==> src/hw/rtl/pes_pkg.sv <==
// Shared types, constants and fixed-point helpers for the particle Euler step block.
// No dependencies; every other file in hw/rtl imports this package.
package pes_pkg;

    localparam int SLOT_W      = 6;
    localparam int MAX_RESULTS = 64;
    localparam int CNT_W       = $clog2(MAX_RESULTS + 1);
    localparam int CFG_IDX_W   = 1;
    localparam int CFG_DATA_W  = 16;

    // Command codes
    localparam logic [2:0] CMD_LOAD     = 3'd0;
    localparam logic [2:0] CMD_FORCE1   = 3'd1;
    localparam logic [2:0] CMD_FORCEALL = 3'd2;
    localparam logic [2:0] CMD_STEP     = 3'd3;
    localparam logic [2:0] CMD_READ     = 3'd4;

    // Configuration register indexes
    localparam logic [CFG_IDX_W-1:0] CFG_DRAG = 1'b0;
    localparam logic [CFG_IDX_W-1:0] CFG_LIFE = 1'b1;

    localparam logic [15:0] DRAG_RST = 16'd60948;
    localparam logic [15:0] LIFE_RST = 16'd100;

    typedef struct packed {
        logic [2:0]         cmd;
        logic [5:0]         slot;
        logic signed [31:0] in_x;
        logic signed [31:0] in_y;
        logic signed [31:0] in_z;
        logic signed [31:0] in_vx;
        logic signed [31:0] in_vy;
        logic signed [31:0] in_vz;
        logic [23:0]        in_inv_mass;
        logic               in_enabled;
        logic [15:0]        dt;
    } t_req;

    typedef struct packed {
        logic [5:0]         out_slot;
        logic signed [31:0] out_x;
        logic signed [31:0] out_y;
        logic signed [31:0] out_z;
        logic signed [31:0] out_vx;
        logic signed [31:0] out_vy;
        logic signed [31:0] out_vz;
        logic [15:0]        out_age;
        logic [31:0]        age_ratio;
        logic               out_enabled;
        logic               last;
    } t_res;

    // One particle as held in the store
    typedef struct packed {
        logic signed [31:0] p_x;
        logic signed [31:0] p_y;
        logic signed [31:0] p_z;
        logic signed [31:0] v_x;
        logic signed [31:0] v_y;
        logic signed [31:0] v_z;
        logic signed [31:0] f_x;
        logic signed [31:0] f_y;
        logic signed [31:0] f_z;
        logic [23:0]        recip_mass;
        logic [15:0]        age;
        logic               en;
    } t_word;

    typedef enum logic [1:0] {
        WS_CLEAR,
        WS_LOAD,
        WS_WORK
    } t_wsel;

    typedef enum logic [3:0] {
        OP_NONE,
        OP_LAT,
        OP_LATINC,
        OP_FADD,
        OP_MFM,
        OP_MDT,
        OP_ADDV,
        OP_ADDP,
        OP_DRAG
    } t_op;

    typedef enum logic [1:0] {
        M_FORCE1,
        M_FORCEALL,
        M_STEP,
        M_READ
    } t_mode;

    typedef struct packed {
        logic  req_load;
        logic  mem_re;
        logic  mem_we;
        t_wsel wsel;
        t_op   op;
        logic  div_start;
        logic  pend_load;
        logic  out_load_pend;
        logic  out_load_work;
        logic  out_last;
    } t_dp_ctl;

    typedef struct packed {
        logic rd_en;
        logic div_done;
    } t_dp_sts;

    // Saturating signed 32-bit add
    function automatic logic signed [31:0] addsat(logic signed [31:0] a,
                                                  logic signed [31:0] b);
        logic signed [32:0] s;
        s = 33'(a) + 33'(b);
        if (s > 33'sd2147483647) begin
            return 32'sh7FFFFFFF;
        end else if (s < -33'sd2147483648) begin
            return 32'sh80000000;
        end
        return s[31:0];
    endfunction

    // floor((a * b) / 2^16), saturated to signed 32 bits
    function automatic logic signed [31:0] mulq(logic signed [31:0] a, logic [23:0] b);
        logic signed [56:0] prod;
        logic signed [40:0] sh;
        prod = 57'(a) * $signed({33'd0, b});
        sh   = prod[56:16];
        if (sh > 41'sd2147483647) begin
            return 32'sh7FFFFFFF;
        end else if (sh < -41'sd2147483648) begin
            return 32'sh80000000;
        end
        return sh[31:0];
    endfunction

endpackage

==> src/hw/rtl/pes_ctrl.sv <==
// Controller: command sequencer, store address walk, result count and handshakes.
// Depends on pes_pkg; drives pes_dp through t_dp_ctl.
module pes_ctrl #(
    parameter int NUM_PARTICLES = 64,
    parameter int AW            = 6
) (
    input  logic                      i_clk,
    input  logic                      i_rst_n,
    input  logic                      i_req_valid,
    output logic                      o_req_ready,
    input  logic [2:0]                i_cmd,
    input  logic [pes_pkg::SLOT_W-1:0] i_slot,
    output logic                      o_res_valid,
    input  logic                      i_res_ready,
    output pes_pkg::t_dp_ctl          o_ctl,
    output logic [AW-1:0]             o_addr,
    input  pes_pkg::t_dp_sts          i_sts
);
    import pes_pkg::*;

    typedef enum logic [18:0] {
        S_CLEAR  = 19'(1) << 0,
        S_IDLE   = 19'(1) << 1,
        S_LOADWR = 19'(1) << 2,
        S_RD     = 19'(1) << 3,
        S_LAT    = 19'(1) << 4,
        S_FADD   = 19'(1) << 5,
        S_WR     = 19'(1) << 6,
        S_MFM    = 19'(1) << 7,
        S_MDT1   = 19'(1) << 8,
        S_MDT2   = 19'(1) << 9,
        S_ADDV   = 19'(1) << 10,
        S_ADDP   = 19'(1) << 11,
        S_DRAG   = 19'(1) << 12,
        S_SWR    = 19'(1) << 13,
        S_SPUSH  = 19'(1) << 14,
        S_NEXT   = 19'(1) << 15,
        S_FLUSH  = 19'(1) << 16,
        S_RDIV   = 19'(1) << 17,
        S_RWAIT  = 19'(1) << 18
    } t_state;

    t_state           r_state, n_state;
    logic [AW-1:0]    r_addr, n_addr;
    t_mode            r_mode, n_mode;
    logic [CNT_W-1:0] r_cnt, n_cnt;
    logic             r_pend_valid, n_pend_valid;
    logic             r_out_valid, n_out_valid;
    logic             w_acc, w_in_rng, w_last_addr, w_out_free;

    assign o_req_ready = (r_state == S_IDLE);
    assign w_acc       = i_req_valid && o_req_ready;
    assign w_in_rng    = (32'(i_slot) < NUM_PARTICLES);
    assign w_last_addr = (r_addr == AW'(NUM_PARTICLES - 1));
    assign w_out_free  = !r_out_valid || i_res_ready;

    always_comb begin
        n_state      = r_state;
        n_addr       = r_addr;
        n_mode       = r_mode;
        n_cnt        = r_cnt;
        n_pend_valid = r_pend_valid;
        n_out_valid  = r_out_valid;
        o_ctl        = '0;
        o_ctl.wsel   = WS_WORK;
        o_ctl.op     = OP_NONE;
        // Drop the output request once taken
        if (r_out_valid && i_res_ready) begin
            n_out_valid = 1'b0;
        end
        unique case (r_state)
            // Sweep the store after reset, disabling every particle
            S_CLEAR: begin
                o_ctl.mem_we = 1'b1;
                o_ctl.wsel   = WS_CLEAR;
                if (w_last_addr) begin
                    n_addr  = '0;
                    n_state = S_IDLE;
                end else begin
                    n_addr = r_addr + AW'(1);
                end
            end
            // Decode a new request
            S_IDLE: begin
                if (w_acc) begin
                    o_ctl.req_load = 1'b1;
                    if (i_cmd == CMD_LOAD && w_in_rng) begin
                        n_addr  = AW'(i_slot);
                        n_state = S_LOADWR;
                    end else if (i_cmd == CMD_FORCE1 && w_in_rng) begin
                        n_addr  = AW'(i_slot);
                        n_mode  = M_FORCE1;
                        n_state = S_RD;
                    end else if (i_cmd == CMD_READ && w_in_rng) begin
                        n_addr  = AW'(i_slot);
                        n_mode  = M_READ;
                        n_state = S_RD;
                    end else if (i_cmd == CMD_FORCEALL) begin
                        n_addr  = '0;
                        n_mode  = M_FORCEALL;
                        n_state = S_RD;
                    end else if (i_cmd == CMD_STEP) begin
                        n_addr  = '0;
                        n_cnt   = '0;
                        n_mode  = M_STEP;
                        n_state = S_RD;
                    end
                end
            end
            S_LOADWR: begin
                o_ctl.mem_we = 1'b1;
                o_ctl.wsel   = WS_LOAD;
                n_state      = S_IDLE;
            end
            S_RD: begin
                o_ctl.mem_re = 1'b1;
                n_state      = S_LAT;
            end
            // Latch the particle and branch on the command
            S_LAT: begin
                o_ctl.op = (r_mode == M_STEP) ? OP_LATINC : OP_LAT;
                unique case (r_mode)
                    M_FORCE1, M_FORCEALL: n_state = S_FADD;
                    M_READ:               n_state = S_RDIV;
                    M_STEP:               n_state = i_sts.rd_en ? S_MFM : S_NEXT;
                    default:              n_state = S_IDLE;
                endcase
            end
            S_FADD: begin
                o_ctl.op = OP_FADD;
                n_state  = S_WR;
            end
            S_WR: begin
                o_ctl.mem_we = 1'b1;
                n_state      = (r_mode == M_FORCEALL) ? S_NEXT : S_IDLE;
            end
            S_MFM: begin
                o_ctl.op        = OP_MFM;
                o_ctl.div_start = 1'b1;
                n_state         = S_MDT1;
            end
            S_MDT1: begin
                o_ctl.op = OP_MDT;
                n_state  = S_MDT2;
            end
            S_MDT2: begin
                o_ctl.op = OP_MDT;
                n_state  = S_ADDV;
            end
            S_ADDV: begin
                o_ctl.op = OP_ADDV;
                n_state  = S_ADDP;
            end
            S_ADDP: begin
                o_ctl.op = OP_ADDP;
                n_state  = S_DRAG;
            end
            S_DRAG: begin
                o_ctl.op = OP_DRAG;
                n_state  = S_SWR;
            end
            S_SWR: begin
                o_ctl.mem_we = 1'b1;
                n_state      = S_SPUSH;
            end
            // Hold one result back so the final one can carry last
            S_SPUSH: begin
                if (i_sts.div_done) begin
                    if (r_cnt == CNT_W'(MAX_RESULTS)) begin
                        n_state = S_NEXT;
                    end else if (!r_pend_valid) begin
                        o_ctl.pend_load = 1'b1;
                        n_pend_valid    = 1'b1;
                        n_cnt           = r_cnt + CNT_W'(1);
                        n_state         = S_NEXT;
                    end else if (w_out_free) begin
                        o_ctl.out_load_pend = 1'b1;
                        o_ctl.pend_load     = 1'b1;
                        n_out_valid         = 1'b1;
                        n_cnt               = r_cnt + CNT_W'(1);
                        n_state             = S_NEXT;
                    end
                end
            end
            // Advance the walk
            S_NEXT: begin
                if (w_last_addr) begin
                    n_addr  = '0;
                    n_state = (r_mode == M_STEP) ? S_FLUSH : S_IDLE;
                end else begin
                    n_addr  = r_addr + AW'(1);
                    n_state = S_RD;
                end
            end
            S_FLUSH: begin
                if (!r_pend_valid) begin
                    n_state = S_IDLE;
                end else if (w_out_free) begin
                    o_ctl.out_load_pend = 1'b1;
                    o_ctl.out_last      = 1'b1;
                    n_out_valid         = 1'b1;
                    n_pend_valid        = 1'b0;
                    n_state             = S_IDLE;
                end
            end
            S_RDIV: begin
                o_ctl.div_start = 1'b1;
                n_state         = S_RWAIT;
            end
            S_RWAIT: begin
                if (i_sts.div_done && w_out_free) begin
                    o_ctl.out_load_work = 1'b1;
                    o_ctl.out_last      = 1'b1;
                    n_out_valid         = 1'b1;
                    n_state             = S_IDLE;
                end
            end
            default: n_state = S_IDLE;
        endcase
    end

    always_ff @(posedge i_clk) begin
        if (!i_rst_n) begin
            r_state      <= S_CLEAR;
            r_addr       <= '0;
            r_mode       <= M_FORCE1;
            r_cnt        <= '0;
            r_pend_valid <= 1'b0;
            r_out_valid  <= 1'b0;
        end else begin
            r_state      <= n_state;
            r_addr       <= n_addr;
            r_mode       <= n_mode;
            r_cnt        <= n_cnt;
            r_pend_valid <= n_pend_valid;
            r_out_valid  <= n_out_valid;
        end
    end

    assign o_addr      = r_addr;
    assign o_res_valid = r_out_valid;

endmodule

==> config.mk <==
export PLATFORM = sky130hd
export DESIGN_NAME = pes_ctrl
export DESIGN_NICKNAME = d
export VERILOG_FILES = /design/src/hw/rtl/pes_pkg.sv /design/src/hw/rtl/pes_ctrl.sv
export SDC_FILE = /design/constraint.sdc
export NUM_CORES = 1
export LEC_CHECK = 0
export BUFFER_PORTS_ARGS = -buffer_cell sky130_fd_sc_hd__buf_4
export CORE_UTILIZATION = 45
export CTS_BUF_LIST = sky130_fd_sc_hd__clkbuf_8
export DETAILED_ROUTE_END_ITERATION = 7
export PLACE_DENSITY = 0.68
export SLEW_MARGIN = 20
export SYNTH_ARGS = -nofsm -noshare
export SYNTH_HDL_FRONTEND = slang
export SYNTH_SLANG_ARGS = --single-unit
==> constraint.sdc <==
create_clock -name i_clk -period 3.01 [get_ports i_clk]
set_clock_uncertainty 0.2 [all_clocks]
set_input_delay 0 -clock i_clk [delete_from_list [all_inputs] [get_ports i_clk]]
set_output_delay 0 -clock i_clk [all_outputs]
set_load 0.02 [all_outputs]
# Word level (Yosys, flattened, before mapping)
# Index checks and enable logic that the tools add are counted.
op_classes:
  n_reduce_logical: 21
  addsub: 2
  n_mux: 75
  n_eq_ne: 42
  bitwise_logic: 1
op_table:
  columns: ["op", "count"]
  rows:
  - ["19-bit one-hot mux with 18 select lines", 1]
  - ["19-bit two-way mux", 14]
  - ["7-bit two-way mux", 10]
  - ["19-bit one-hot mux with 3 select lines", 1]
  - ["6-bit two-way mux", 7]
  - ["17-bit two-way mux", 2]
  - ["16-bit two-way mux", 2]
  - ["4-bit one-hot mux with 7 select lines", 1]
  - ["1-bit two-way mux", 21]
  - ["19-bit by 1-bit equality test with 1-bit output, second input constant", 1]
  - ["19-bit by 10-bit equality test with 1-bit output, second input constant", 1]
  - ["19-bit by 11-bit equality test with 1-bit output, second input constant", 1]
  - ["19-bit by 12-bit equality test with 1-bit output, second input constant", 1]
  - ["19-bit by 13-bit equality test with 1-bit output, second input constant", 1]
  - ["19-bit by 14-bit equality test with 1-bit output, second input constant", 1]
  - ["19-bit by 15-bit equality test with 1-bit output, second input constant", 1]
  - ["19-bit by 16-bit equality test with 1-bit output, second input constant", 1]
  - ["19-bit by 17-bit equality test with 1-bit output, second input constant", 1]
  - ["19-bit by 18-bit equality test with 1-bit output, second input constant", 1]
  - ["19-bit equality test, second input constant", 1]
  - ["19-bit by 2-bit equality test with 1-bit output, second input constant", 1]
  - ["19-bit by 3-bit equality test with 1-bit output, second input constant", 1]
  - ["19-bit by 4-bit equality test with 1-bit output, second input constant", 1]
  - ["19-bit by 5-bit equality test with 1-bit output, second input constant", 1]
  - ["38 further kinds", 67]
totals:
  regBits: 36
  inputBits: 15
  word_cells: 147
  output_inout_bits: 22

# Longest topological paths before layout
logic_depth:
  ltp_word: 8
  mapped_depth: 9
  depth_no_buf: 8

# Least setup slack after synthesis
# OpenSTA, ideal clock, no wires.
synth_timing:
  path_kind: "register to output"
  from: "register r_state[10]"
  to: "output o_ctl[0] (netlist bit)"
  t_arrival_ns: 2.478
  path_stages_with_launch: 7
  path_buffers: 1
  t_required_ns: 2.810
  slack_ns: 0.332
  cell_sequence: "dfxtp_1 -> clkbuf_1 -> or4_1 -> nor4_2 -> nand2_1 -> nor3_1 -> o21bai_1"
synth_lines:
  columns: ["item", "line_no", "source"]
  rows:
  - ["from (decl)", "pes_ctrl.sv:43", "t_state r_state, n_state;"]
  - ["from (signal assigned)", "pes_ctrl.sv:231", "r_state <= n_state;"]
  - ["to (decl)", "pes_ctrl.sv:15", "output pes_pkg::t_dp_ctl o_ctl,"]

==> results.txt <==
----------------------------------------------------
[Clock network]
  Num CTS Buffers ... 5
  Clock root cell ... sky130_fd_sc_hd__clkbuf_8
  Max H-tree Level ... 2
  Clock slew at reported path FFs ... 0.07 ns
  Clock buffer depth ... 2
  CTS Sinks ... 36
  Clock tree from TritonCTS ... yes
  Clock network latency to the later pin of the worst-skew pair ... 0.29 ns
  Total of cells resized after clock tree synthesis ... 0

[Timing]
  Maximum clock frequency ... 351 MHz
  Setup tns final ... 0 ns
  Relative max-transition margin ... 57.8%
  Final Cycle Share ... 94.6%
  Hold slack ... 0.302 ns
  Final Critical Period ... 2.85 ns
  Number of max-slew violations in the final report ... 0
  RSZ-0062 raised after global routing ... false
  Actual slew at the worst max-slew pin ... 0.632 ns
  Total setup violations reported at the end of the flow ... 0
  Number of hold-slack violations in the final timing report ... 0

[Global routing]
  Met1 GRT Util ... 38.8%
  Maximum number of pins on one net before global-route repair ... 19
  Number of global-route vias before repair ... 2,279
  Global-route wire length before repair ... 11,100 µm
  Initial antenna violation count ... 0
  GRT Resource Usage Total ... 26.0%
  Layer with the highest usage ... met1
  Routing usage on met2 ... 35.3%
  Leftover overflow at the end of global routing ... 0
  Met3 Usage GRT ... 6.75%

[Worst setup path]
  Kind of end point of the critical path ... primary output
  Highest cell delay on the worst timing path ... 0.66 ns
  Arrival time reported for the critical path endpoint ... 2.65 ns
  Type of the setup path with the least slack ... reg2out
  Data required time of the worst path ... 2.81 ns
  Cell family with the largest share of critical-path delay ... simple AND/OR/NAND/NOR gates
  Critical Path Slowest Stage Cell ... sky130_fd_sc_hd__or4_1
  Most prevalent standard cell on the critical path ... sky130_fd_sc_hd__buf_4
  Buffers and inverters on the worst path ... 2
  Crit-path max FO ... 9
  Crit path launch type ... register
  Sequence of cells on the critical path ... or4_1, nor4_2, buf_4, nand2_1, nor3_1, o21bai_1, buf_4

[Floorplan]
  Core Region ... 5170 µm²
  Starting utilization of the core area ... 47.3%
  Die ar. ... 5730 µm²
  Count of pins on the block boundary ... 37
  Std-Cell Rows ... 26
  Width of the die ... 75.7 µm
  Die outline height ... 75.7 µm

[Layout]
  Sequential cell area ... 721 µm²
  Number of diodes added for antenna fixing ... 0
  Footprint of the multi-input gates ... 1630 µm²
  # fillers ... 469
  Share of post-route cells with drive strength above 1 ... 20.3%
  Layout Area Growth over Synthesis ... 27.6%
  Nets ... 398

[Synthesis]
  Yosys reg bits ... 36
  Number of warnings reported in the yosys synthesis log ... 0
  Simple-Gate Fraction of Synth Area ... 43.8%
  Dominant combinational cell family by area after synthesis ... simple AND/OR/NAND/NOR gates
  Complex-gate fraction of the synthesized area ... 19.1%
  FFs w/ async S/R, synth ... 0%
  Syn avg cell area ... 7.69 µm²
  Most instantiated flip-flop cell in the synthesis netlist ... sky130_fd_sc_hd__dfxtp_1
  EDFF count, synth ... 0
  Seq/Total Area, Yosys ... 29.5%
  Synthesized-area fraction occupied by adder cells ... 1.54%
  Post-synthesis instance total ... 318
  Unique cell type count in the Yosys netlist ... 57
  Xor/xnor share of the synthesized area ... 2.15%
  Post-synthesis net count ... 336
  Area of the mapped netlist ... 2440 µm²
  Multiplexer share of the synthesized area ... 0%

[Power]
  Leakage Power ... 0.00121 µW
  Worst IR drop on VDD ... 0.234 mV
  Total power per unit cell area ... 404 nW/µm²

[Placed design]
  Number of port buffers ... 36
  Sum of net half-perimeters after detailed placement ... 5150 µm
  GPL Wtd Cong ... 0.965

[Routing]
  Total Routed Length ... 6920 µm
  Antenna-violating nets left ... 0
  Detailed-router iteration count before antenna repair ... 4
  Routed wire length per instance ... 15.4 µm
  Starting DRC count in detailed routing ... 220
  DRC violations left ... 0
  Via count normalized by instance count ... 5.91
  Vias after detailed routing ... 2,661

[Status]
  Status ... complete, no violations

[Run]
  Max-capacitance violation count ... 0

[Hold path]
  Class of the worst hold path ... in2reg

----------------------------------------------------
-- where the power goes --
part           total (µW)  switching [µW]  internal [µW]
Combinational         347             188            159
Clock                 379             175            204
Sequential            534            34.9            499
-- per-layer routing --
layer	wire [µm]	up-vias
li1	-	1331
met1	3460	1239
met2	2920	83
met3	443	8
met4	104	0
met5	0	-
-- cells in the mapped netlist, drive strengths merged (2+ instances only) --
master / count / area share, %
and3: 8 / 2.0
a31oi: 3 / 0.77
o221a: 2 / 0.92
nand2b: 4 / 1.0
clkbuf: 11 / 1.7
nor3: 17 / 3.5
dfxtp: 36 / 29
o211ai: 3 / 0.92
or3: 7 / 1.8
buf: 2 / 0.67
o22ai: 7 / 1.8
o21ai: 18 / 3.7
or2: 3 / 0.77
nand4b: 2 / 0.72
nor2: 28 / 4.3
or4: 8 / 2.6
a21oi: 18 / 3.7
nor3b: 5 / 1.5
inv: 9 / 1.4
o32ai: 2 / 0.72
nor4: 16 / 6.6
nand2: 29 / 4.6
nor2b: 6 / 1.5
or4b: 6 / 2.5
a21o: 3 / 0.92
a211oi: 5 / 1.5
nand3b: 5 / 1.5
nand3: 16 / 3.3
nor4b: 4 / 1.7
nand4: 6 / 1.5
xor2: 5 / 1.8
or3b: 2 / 0.72
ha: 3 / 1.5
a22oi: 3 / 0.92
and2: 2 / 0.51
-- state kept, by name, indices dropped and copies added (netlist names) --
name          count
o_addr            6
o_res_valid       1
r_cnt             7
r_mode            2
r_pend_valid      1
r_state          19
-- cells in the final DEF (no fill, tap or decap), types with 15 or more instances in the layout --
cell                            instances
sky130_fd_sc_hd__dfxtp_1               36
sky130_fd_sc_hd__o21ai_0               17
sky130_fd_sc_hd__nor3_1                17
sky130_fd_sc_hd__a21oi_1               18
sky130_fd_sc_hd__dlygate4sd3_1         15
sky130_fd_sc_hd__buf_4                 53
sky130_fd_sc_hd__nand3_1               16
sky130_fd_sc_hd__nand2_1               28
sky130_fd_sc_hd__nor2_1                28
-- area by class of cell --
| class | count | share of cell area, % |
|---|---|---|
| multi-input combinational | 259 | 52.2 |
| clock buffer | 7 | 3.09 |
| timing repair buffer | 68 | 17.6 |
| tap | 70 | 2.81 |
| inverter | 10 | 1.20 |
| sequential | 36 | 23.1 |
-- tightest hold or removal path, stage by stage --
cell and delay (ns):
sky130_fd_sc_hd__dlygate4sd3_1 0.52, sky130_fd_sc_hd__buf_4 0.16, sky130_fd_sc_hd__nor4_1 0.07
-- cell families after synthesis --
family,count (synthesis)
flops,36
xor+xnor,6
buf+inv,23
simple gates,177
fa+ha+maj,3
compound gates,73
-- per-stage QoR --
stage | util [%] | total power [µW] | worst slack, ns | std cells | instance area [µm²]
CTS | 60.3 | 1260 | 0.203 | 450 | 3120
global route | 60.3 | 1310 | 0.0317 | 450 | 3120
floorplan | - | 740 | 0.332 | 318 | 2440
global placement | 55.5 | 870 | 0.312 | 428 | 2870
detailed placement | 55.5 | 872 | 0.274 | 428 | 2870
finish | 60.3 | 1260 | 0.163 | 450 | 3120
-- final timing paths --
| check | start | to | slack, ns | cells past startpoint |
|---|---|---|---|---|
| worst max-delay path | r_state[12]$_SDFFE_PN0P_ | o_ctl[0] | 0.16 | 7 |
| worst min-delay path | i_cmd[2] | r_state[2]$_SDFFE_PN0P_ | 0.30 | 3 |
| worst max register to register | r_state[12]$_SDFFE_PN0P_ | r_mode[0]$_SDFFE_PN0P_ | 0.22 | 7 |
| worst min register to register | r_cnt[1]$_SDFFE_PN0P_ | r_cnt[1]$_SDFFE_PN0P_ | 0.30 | 2 |
-- what timing repair did --
action                                 4_1_cts  5_1_grt
endpoints found under the hold margin       21        0
buffers inserted                             0        0
hold buffers                                15        0
(Power assumes the default switching activity.)
